<file path="src/hdl/sha1bsh_pkg.sv">
// ----------------------------------------------------------------------------
// SHA-1 byte stream hasher package
// Shared types, constants and round functions for the controller and the
// datapath of the SHA-1 byte stream hasher.
// ----------------------------------------------------------------------------
package sha1bsh_pkg;

   localparam logic CMD_APPEND   = 1'b0;
   localparam logic CMD_FINALIZE = 1'b1;

   localparam logic [0:4][31:0] H_INIT = {
      32'h67452301, 32'hefcdab89, 32'h98badcfe, 32'h10325476, 32'hc3d2e1f0
   };

   localparam logic [31:0] K_ROUND0 = 32'h5a827999;
   localparam logic [31:0] K_ROUND1 = 32'h6ed9eba1;
   localparam logic [31:0] K_ROUND2 = 32'h8f1bbcdc;
   localparam logic [31:0] K_ROUND3 = 32'hca62c1d6;

   localparam logic [7:0] PAD_BYTE = 8'h80;

   localparam logic [6:0] ROUND_LAST     = 7'd79;
   localparam logic [6:0] ROUND_SCHED    = 7'd16;
   localparam logic [6:0] ROUND_PHASE1   = 7'd20;
   localparam logic [6:0] ROUND_PHASE2   = 7'd40;
   localparam logic [6:0] ROUND_PHASE3   = 7'd60;
   localparam logic [5:0] FILL_LAST      = 6'd63;
   localparam logic [5:0] FILL_LEN_START = 6'd56;
   localparam logic [2:0] WORD_LAST      = 3'd4;

   typedef enum logic [1:0] {
      BYTE_DATA,
      BYTE_PAD,
      BYTE_ZERO,
      BYTE_LEN
   } byte_sel_type;

   typedef enum logic [2:0] {
      ST_IDLE,
      ST_PAD,
      ST_ROUND,
      ST_UPDATE,
      ST_EMIT
   } state_type;

   typedef struct packed {
      logic         load_byte;
      byte_sel_type byte_sel;
      logic         count_len;
      logic         start_round;
      logic         do_round;
      logic         update_chain;
      logic         emit_next;
      logic         reinit;
   } ctrl_cmd_type;

   typedef struct packed {
      logic [5:0] fill;
      logic       round_last;
      logic       emit_last;
   } dp_status_type;

   function automatic logic [31:0] round_func(input logic [6:0] round,
                                              input logic [31:0] b,
                                              input logic [31:0] c,
                                              input logic [31:0] d);
      logic [31:0] res;
      if (round < ROUND_PHASE1) begin
         res = (b & c) | (~b & d);
      end else if (round < ROUND_PHASE2) begin
         res = b ^ c ^ d;
      end else if (round < ROUND_PHASE3) begin
         res = (b & c) | (b & d) | (c & d);
      end else begin
         res = b ^ c ^ d;
      end
      return res;
   endfunction

   function automatic logic [31:0] round_const(input logic [6:0] round);
      logic [31:0] res;
      if (round < ROUND_PHASE1) begin
         res = K_ROUND0;
      end else if (round < ROUND_PHASE2) begin
         res = K_ROUND1;
      end else if (round < ROUND_PHASE3) begin
         res = K_ROUND2;
      end else begin
         res = K_ROUND3;
      end
      return res;
   endfunction

endpackage

</file>
<file path="src/hdl/sha1bsh_datapath.sv">
// ----------------------------------------------------------------------------
// SHA-1 hasher datapath
// Byte packing into a 16-word rolling schedule, length counter, one SHA-1
// round per cycle, chaining update and digest word selection.
// ----------------------------------------------------------------------------
module sha1bsh_datapath
   import sha1bsh_pkg::*;
(
   input  logic          clock,
   input  logic          reset,
   input  ctrl_cmd_type  cmd,
   input  logic [7:0]    data_byte,
   output dp_status_type status,
   output logic [31:0]   digest_word,
   output logic [2:0]    word_index,
   output logic          too_long
);

   logic [0:4][31:0] h_ff, h_in;
   logic [31:0]      a_ff, a_in, b_ff, b_in, c_ff, c_in, d_ff, d_in, e_ff, e_in;
   logic [15:0][31:0] w_ff, w_in;
   logic [23:0]      acc_ff, acc_in;
   logic [5:0]       fill_ff, fill_in;
   logic [63:0]      len_ff, len_in;
   logic             ovf_ff, ovf_in;
   logic [6:0]       round_ff, round_in;
   logic [2:0]       idx_ff, idx_in;

   logic [7:0]       byte_val;
   logic [2:0]       len_sel;
   logic [31:0]      sched_x;
   logic [31:0]      wr;
   logic [31:0]      temp;
   logic [64:0]      len_sum;

   // Length bytes go out most significant first at block offsets 56 to 63.
   assign len_sel = ~fill_ff[2:0];

   always_comb begin
      case (cmd.byte_sel)
         BYTE_DATA: byte_val = data_byte;
         BYTE_PAD:  byte_val = PAD_BYTE;
         BYTE_ZERO: byte_val = 8'h00;
         BYTE_LEN:  byte_val = len_ff[{len_sel, 3'b000} +: 8];
         default:   byte_val = 8'h00;
      endcase
   end

   // Slot j of the schedule holds W[r+j-16] once the first 16 rounds are done.
   assign sched_x = w_ff[13] ^ w_ff[8] ^ w_ff[2] ^ w_ff[0];
   assign wr      = (round_ff < ROUND_SCHED) ? w_ff[0] : {sched_x[30:0], sched_x[31]};
   assign temp    = {a_ff[26:0], a_ff[31:27]} + round_func(round_ff, b_ff, c_ff, d_ff)
                    + e_ff + wr + round_const(round_ff);
   assign len_sum = {1'b0, len_ff} + 65'd8;

   always_comb begin
      h_in     = h_ff;
      a_in     = a_ff;
      b_in     = b_ff;
      c_in     = c_ff;
      d_in     = d_ff;
      e_in     = e_ff;
      w_in     = w_ff;
      acc_in   = acc_ff;
      fill_in  = fill_ff;
      len_in   = len_ff;
      ovf_in   = ovf_ff;
      round_in = round_ff;
      idx_in   = idx_ff;

      if (cmd.load_byte) begin
         acc_in  = {acc_ff[15:0], byte_val};
         fill_in = fill_ff + 6'd1;
         if (fill_ff[1:0] == 2'b11) begin
            w_in = {{acc_ff, byte_val}, w_ff[15:1]};
         end
      end
      if (cmd.count_len) begin
         len_in = len_sum[63:0];
         if (len_sum[64]) begin
            ovf_in = 1'b1;
         end
      end
      if (cmd.start_round) begin
         a_in     = h_ff[0];
         b_in     = h_ff[1];
         c_in     = h_ff[2];
         d_in     = h_ff[3];
         e_in     = h_ff[4];
         round_in = 7'd0;
      end
      if (cmd.do_round) begin
         a_in     = temp;
         b_in     = a_ff;
         c_in     = {b_ff[1:0], b_ff[31:2]};
         d_in     = c_ff;
         e_in     = d_ff;
         w_in     = {wr, w_ff[15:1]};
         round_in = round_ff + 7'd1;
      end
      if (cmd.update_chain) begin
         h_in[0] = h_ff[0] + a_ff;
         h_in[1] = h_ff[1] + b_ff;
         h_in[2] = h_ff[2] + c_ff;
         h_in[3] = h_ff[3] + d_ff;
         h_in[4] = h_ff[4] + e_ff;
         idx_in  = 3'd0;
      end
      if (cmd.emit_next) begin
         idx_in = idx_ff + 3'd1;
      end
      if (cmd.reinit) begin
         h_in    = H_INIT;
         fill_in = 6'd0;
         len_in  = 64'd0;
         ovf_in  = 1'b0;
         idx_in  = 3'd0;
      end
   end

   always_ff @(posedge clock) begin
      if (reset) begin
         h_ff     <= H_INIT;
         fill_ff  <= 6'd0;
         len_ff   <= 64'd0;
         ovf_ff   <= 1'b0;
         round_ff <= 7'd0;
         idx_ff   <= 3'd0;
      end else begin
         h_ff     <= h_in;
         fill_ff  <= fill_in;
         len_ff   <= len_in;
         ovf_ff   <= ovf_in;
         round_ff <= round_in;
         idx_ff   <= idx_in;
      end
   end

   always_ff @(posedge clock) begin
      a_ff   <= a_in;
      b_ff   <= b_in;
      c_ff   <= c_in;
      d_ff   <= d_in;
      e_ff   <= e_in;
      w_ff   <= w_in;
      acc_ff <= acc_in;
   end

   always_comb begin
      case (idx_ff)
         3'd0:    digest_word = h_ff[0];
         3'd1:    digest_word = h_ff[1];
         3'd2:    digest_word = h_ff[2];
         3'd3:    digest_word = h_ff[3];
         3'd4:    digest_word = h_ff[4];
         default: digest_word = h_ff[4];
      endcase
   end

   assign word_index        = idx_ff;
   assign too_long          = ovf_ff;
   assign status.fill       = fill_ff;
   assign status.round_last = (round_ff == ROUND_LAST);
   assign status.emit_last  = (idx_ff == WORD_LAST);

endmodule

</file>
<file path="src/hdl/sha1bsh_controller.sv">
// ----------------------------------------------------------------------------
// SHA-1 hasher controller
// Sequences byte loading, padding, the 80 compression rounds, the chaining
// update and the five digest transactions.
// ----------------------------------------------------------------------------
module sha1bsh_controller
   import sha1bsh_pkg::*;
(
   input  logic          clock,
   input  logic          reset,
   input  logic          req_valid,
   input  logic          req_command,
   output logic          req_ready,
   output logic          rsp_valid,
   input  logic          rsp_ready,
   input  dp_status_type status,
   output ctrl_cmd_type  cmd
);

   state_type state_ff, state_in;
   logic      fin_ff, fin_in;
   logic      pad80_ff, pad80_in;
   logic      len_ok_ff, len_ok_in;
   logic      block_full;

   assign block_full = (status.fill == FILL_LAST);

   // Next state and padding flags.
   always_comb begin
      state_in  = state_ff;
      fin_in    = fin_ff;
      pad80_in  = pad80_ff;
      len_ok_in = len_ok_ff;
      case (state_ff)
         ST_IDLE: begin
            if (req_valid) begin
               if (req_command == CMD_FINALIZE) begin
                  fin_in    = 1'b1;
                  pad80_in  = 1'b1;
                  len_ok_in = 1'b0;
                  state_in  = ST_PAD;
               end else if (block_full) begin
                  state_in = ST_ROUND;
               end
            end
         end
         ST_PAD: begin
            if (pad80_ff) begin
               pad80_in  = 1'b0;
               // The length fits in this block only if the pad byte lands early enough.
               len_ok_in = (status.fill < FILL_LEN_START);
            end
            if (block_full) begin
               state_in = ST_ROUND;
            end
         end
         ST_ROUND: begin
            if (status.round_last) begin
               state_in = ST_UPDATE;
            end
         end
         ST_UPDATE: begin
            if (!fin_ff) begin
               state_in = ST_IDLE;
            end else if (len_ok_ff) begin
               state_in = ST_EMIT;
            end else begin
               // An extra block was needed; the next one carries the length.
               len_ok_in = 1'b1;
               state_in  = ST_PAD;
            end
         end
         ST_EMIT: begin
            if (rsp_ready && status.emit_last) begin
               fin_in   = 1'b0;
               state_in = ST_IDLE;
            end
         end
         default: state_in = ST_IDLE;
      endcase
   end

   // Datapath commands and handshake outputs.
   always_comb begin
      cmd       = '0;
      req_ready = 1'b0;
      rsp_valid = 1'b0;
      case (state_ff)
         ST_IDLE: begin
            req_ready     = 1'b1;
            cmd.byte_sel  = BYTE_DATA;
            if (req_valid && (req_command == CMD_APPEND)) begin
               cmd.load_byte   = 1'b1;
               cmd.count_len   = 1'b1;
               cmd.start_round = block_full;
            end
         end
         ST_PAD: begin
            cmd.load_byte   = 1'b1;
            cmd.start_round = block_full;
            if (pad80_ff) begin
               cmd.byte_sel = BYTE_PAD;
            end else if (len_ok_ff && (status.fill >= FILL_LEN_START)) begin
               cmd.byte_sel = BYTE_LEN;
            end else begin
               cmd.byte_sel = BYTE_ZERO;
            end
         end
         ST_ROUND: begin
            cmd.do_round = 1'b1;
         end
         ST_UPDATE: begin
            cmd.update_chain = 1'b1;
         end
         ST_EMIT: begin
            rsp_valid     = 1'b1;
            cmd.emit_next = rsp_ready;
            cmd.reinit    = rsp_ready && status.emit_last;
         end
         default: begin
            cmd = '0;
         end
      endcase
   end

   always_ff @(posedge clock) begin
      if (reset) begin
         state_ff  <= ST_IDLE;
         fin_ff    <= 1'b0;
         pad80_ff  <= 1'b0;
         len_ok_ff <= 1'b0;
      end else begin
         state_ff  <= state_in;
         fin_ff    <= fin_in;
         pad80_ff  <= pad80_in;
         len_ok_ff <= len_ok_in;
      end
   end

endmodule

</file>
<file path="src/hdl/sha1_byte_stream_hasher.sv">
// ----------------------------------------------------------------------------
// SHA-1 byte stream hasher
// Hashes a message fed one byte per transaction and returns the 160-bit
// digest as five 32-bit words.
// ----------------------------------------------------------------------------
// Usage:
// A req_ transaction with req_command low appends req_data_byte to the
// message; with req_command high it finalizes the message. Appends are
// taken back to back, except that after the byte that completes a 64-byte
// block req_ready stays low while the single shared round unit runs the
// compression rounds and then the chaining update.
// Finalize pads the message one byte per cycle through the same byte path
// (pad byte, zero fill and the 64-bit length), then compresses the block,
// and pads and compresses another block when the length does not fit in
// the current block. The five digest words then leave on the rsp_
// channel, word 0 first, rsp_last_word marking word 4 and rsp_too_long
// flagging a wrapped length counter. A stalled rsp_ready holds the current
// word; no request is taken until word 4 is accepted, after which the block
// is ready for the next message. Reset leaves it idle, ready for a new
// message with the initial chaining values.
// ----------------------------------------------------------------------------
module sha1_byte_stream_hasher
   import sha1bsh_pkg::*;
(
   input  logic        clock,
   input  logic        reset,
   input  logic        req_valid,
   output logic        req_ready,
   input  logic        req_command,
   input  logic [7:0]  req_data_byte,
   output logic        rsp_valid,
   input  logic        rsp_ready,
   output logic [31:0] rsp_digest_word,
   output logic [2:0]  rsp_word_index,
   output logic        rsp_last_word,
   output logic        rsp_too_long
);

   ctrl_cmd_type  cmd;
   dp_status_type status;

   sha1bsh_controller u_controller (
      .clock       (clock),
      .reset       (reset),
      .req_valid   (req_valid),
      .req_command (req_command),
      .req_ready   (req_ready),
      .rsp_valid   (rsp_valid),
      .rsp_ready   (rsp_ready),
      .status      (status),
      .cmd         (cmd)
   );

   sha1bsh_datapath u_datapath (
      .clock       (clock),
      .reset       (reset),
      .cmd         (cmd),
      .data_byte   (req_data_byte),
      .status      (status),
      .digest_word (rsp_digest_word),
      .word_index  (rsp_word_index),
      .too_long    (rsp_too_long)
   );

   assign rsp_last_word = status.emit_last;

endmodule

</file>
<file path="config.mk">
export PLATFORM = sky130hd
export DESIGN_NAME = sha1_byte_stream_hasher
export DESIGN_NICKNAME = d
export VERILOG_FILES = /design/src/hdl/sha1bsh_pkg.sv /design/src/hdl/sha1bsh_datapath.sv /design/src/hdl/sha1bsh_controller.sv /design/src/hdl/sha1_byte_stream_hasher.sv
export SDC_FILE = /design/constraint.sdc
export NUM_CORES = 2
export LEC_CHECK = 0
export CORE_MARGIN = 4
export CORE_UTILIZATION = 45
export CTS_BUF_LIST = sky130_fd_sc_hd__clkbuf_4
export DETAILED_ROUTE_END_ITERATION = 10
export DONT_BUFFER_PORTS = 1
export SKIP_CTS_REPAIR_TIMING = 1
export SKIP_LAST_GASP = 1
export SLEW_MARGIN = 20
export SYNTH_ARGS = -nofsm -noshare
export SYNTH_HDL_FRONTEND = slang
export SYNTH_SLANG_ARGS = --single-unit
</file>
<file path="constraint.sdc">
create_clock -name clock -period 22.1 [get_ports clock]
set_input_delay 2.21 -clock clock [delete_from_list [all_inputs] [get_ports clock]]
set_output_delay 2.21 -clock clock [all_outputs]
set_load 0.02 [all_outputs]
</file>
==> impl_metrics.py <==
metrics = {
    "run_status": {
        "status": "finished, final reports clean",
    },
    "placed_design": {
        "place_congestion": 0.899,
        "port_buffers": 0,
        "dp_hpwl_um": 87100,
        "dpl_cell_area_mm2": 0.0491,
    },
    "cts": {
        "clockBufferDepth": 4,
        "clk_pin_slew_ps": 60,
        "cts_tree": "done",
        "cts_sinks": 940,
        "htreeDepth": 5,
        "cts_made_buffers": 278,
        "clock_latency_ps": 1210,
        "cts_root_buf": "clkbuf_4",
    },
    "yosys": {
        "yosys_most_used_dff": "edfxtp_1",
        "synth_nets": 4630,
        "syn_inst": 4264,
        "synth_top_area_share_pct": 44.0,
        "synth_edf_count": 696,
        "yosys_register_bits": 940,
        "yosysTopAreaCell": "edfxtp_1",
        "synth.distinct_cells": 85,
        "synth.area.top_cells": "edfxtp_1 44%, dfxtp_1 10%, ha_1 6.0%",
        "synth-seq-area-share_pct": 54.2,
        "netlist_area_mm2": 0.0476,
        "ys_warn_count": 0,
        "syn_area_per_cell_um2": 11.2,
        "ys_async_sr_fraction_pct": 0,
    },
    "finish": {
        "final_util_pct": 50.4,
        "syn_to_final_growth_pct": 10.5,
        "final_common_cell": "nand2_1",
        "final_area_mm2": 0.0525,
        "multiInputGateArea_mm2": 0.0205,
        "fin_nets": 4787,
        "most-common-layout-cells": "703 x nand2_1, 696 x edfxtp_1, 415 x clkbuf_4",
        "drive_gt1_share_pct": 11.8,
        "seqCellArea_mm2": 0.0258,
        "fillCellCount": 9595,
    },
    "sta": {
        "finalSetupViolCount": 0,
        "rsz0062_at_grt": "no",
        "drv_slew": 0,
        "finClkSkew_ps": 176,
        "fin_tns_setup_ps": 0,
        "tightest_slew_ps": 1100,
        "period_needed_ps": 7210,
        "relSlewSlack_pct": 26.3,
        "timing.final.hold_violations": 0,
        "fmax_mhz": 139,
        "finalCritPeriodShare_pct": 32.6,
    },
    "routing": {
        "drt_pass1_iterations": 5,
        "ant_nets": 0,
        "drc": 0,
        "wl_per_cell_um": 21.4,
        "viasPerCell": 5.55,
        "drt-total-wl_um": 128000,
        "drtIter0Drc": 2848,
        "vias": 33256,
    },
    "die": {
        "rows": 118,
        "die_h_um": 333,
        "io_pins": 52,
        "die_area_mm2": 0.111,
        "initial_core_util_pct": 45.6,
        "core-area_mm2": 0.104,
        "die_w_um": 333,
    },
    "critical_path": {
        "r2r-start": "u_datapath.round_ff[3]",
        "r2r_cells": 23,
        "crit_fanout": 35,
        "rrSetupSlack_ps": 15080,
        "worstPathArrival_ps": 5000,
        "start_kind": "flop",
        "end_kind": "primary output",
        "worst-setup-path-type": "flop to primary output",
        "required_ps": 19890,
        "r2r-end": "u_datapath.a_ff[29]",
    },
    "flow_run": {
        "cap_viol_max_count": 0,
    },
    "power_and_ir_drop": {
        "cellPowerDensity_mw_per_mm2": 68.0,
        "vdd_drop_max_mv": 0.0400,
        "p_leak_uw": 0.0200,
    },
    "min_path": {
        "hold_end": "u_datapath.w_ff[116]",
        "worstHoldPathCells": 0,
        "holdCritStartpoint": "u_datapath.w_ff[148]",
        "hold_class": "flop to flop",
    },
    "grt": {
        "grt_pass1_vias": 32415,
        "grt_max_degree": 216,
        "grt_pass1_wl_um": 194000,
        "antenna_found_initial": 4,
        "track_usage_pct": 22.7,
        "overflow": 0,
    },
}
-- sequential cells by signal (all words and copies together) (netlist names), 24 cells and up --
signal	cells
u_datapath.w_ff	512
u_datapath.h_ff	160
u_datapath.len_ff	61
u_datapath.a_ff	32
u_datapath.b_ff	32
u_datapath.c_ff	32
u_datapath.d_ff	32
u_datapath.e_ff	32
u_datapath.acc_ff	24
-- through the flow --
| step | hold slack, ps | setup WS (ps) | total power (uW) | std cells |
|---|---|---|---|---|
| floorplan | 400 | 6720 | 1960 | 4264 |
| global placement | 400 | 15390 | 1980 | 5520 |
| detailed placement | 405 | 15210 | 1980 | 5520 |
| CTS | 352 | 14750 | 3630 | 5989 |
| global route | 365 | 14590 | 3740 | 5991 |
| finish | 370 | 14890 | 3570 | 5992 |
-- cells by family after synthesis --
| logic type | Yosys count | share of synthesized area, % |
|---|---|---|
| flops | 940 | 54.2 |
| compound gates | 926 | 12.5 |
| mux | 44 | 1.30 |
| fa+ha+maj | 353 | 11.2 |
| simple gates | 1328 | 12.3 |
| xor+xnor | 300 | 5.53 |
| buf+inv | 373 | 2.95 |
-- power by group --
part	leakage, uW	internal (uW)	total, uW	switching (uW)
sequential	0.00802	1890	1890	6.50
clock	0.00206	887	1630	745
combinational	0.00995	13.7	47.6	33.9
-- area by class of cell --
| cell class | count | share of cell area [%] |
|---|---|---|
| multi-input cells | 2951 | 39.0 |
| flip-flops and latches | 940 | 49.1 |
| repair buffers | 40 | 0.681 |
| clock inverters | 54 | 0.545 |
| well taps | 1380 | 3.29 |
| diodes | 2 | 0.00953 |
| clock buffers | 415 | 5.93 |
| inverters | 210 | 1.51 |
-- per-layer routing --
layer  part of all wire, %  up-vias  global-route usage [%]  routed length, um
met2                    45     1020                    35.3              58300
met5                 0.010        -                       0                 13
met1                    45    16364                    31.6              58200
met4                   2.6        2                    7.81               3370
li1                      -    15655                       -                  -
met3                   6.5      215                    5.11               8270
-- Yosys cell counts (18+ instances only) --
cell	n
inv_1	209
o211ai_1	54
a21o_1	84
a22oi_1	65
nor2b_1	56
fa_1	124
xnor2_1	192
or3_1	20
o21a_1	30
edfxtp_1	696
a31oi_1	58
a211oi_1	29
a21oi_1	245
nand3_1	64
dfxtp_1	244
clkbuf_1	145
mux2i_1	18
ha_1	229
and3_1	40
o21ai_0	216
nor2_1	284
nor3_1	36
nand2_1	706
nand2b_1	31
nand4_1	25
xor2_1	108
-- worst max-delay path, cell delays in order (launching register included) --
cell and delay (ps):
dfxtp_1 520, inv_1 130, ha_1 230, nor2b_4 120
buf_4 320, or4_2 1180, buf_4 450, a31oi_1 820
-- how the worst max path moves through the flow --
stage / start / end / slack (ps) / cells after the start
finish: u_datapath.word_index[0] / rsp_digest_word[18] / 14890 / 7
global route: u_datapath.round_ff[4] / u_datapath.a_ff[29] / 14590 / 23
CTS: u_datapath.word_index[0] / rsp_digest_word[20] / 14750 / 7
detailed placement: u_datapath.round_ff[4] / u_datapath.a_ff[29] / 15210 / 23
global placement: u_datapath.round_ff[4] / u_datapath.a_ff[29] / 15390 / 23
floorplan: req_valid / u_datapath.w_ff[0] / 6720 / 6
No activity file was read; power rests on OpenSTA's default activity.
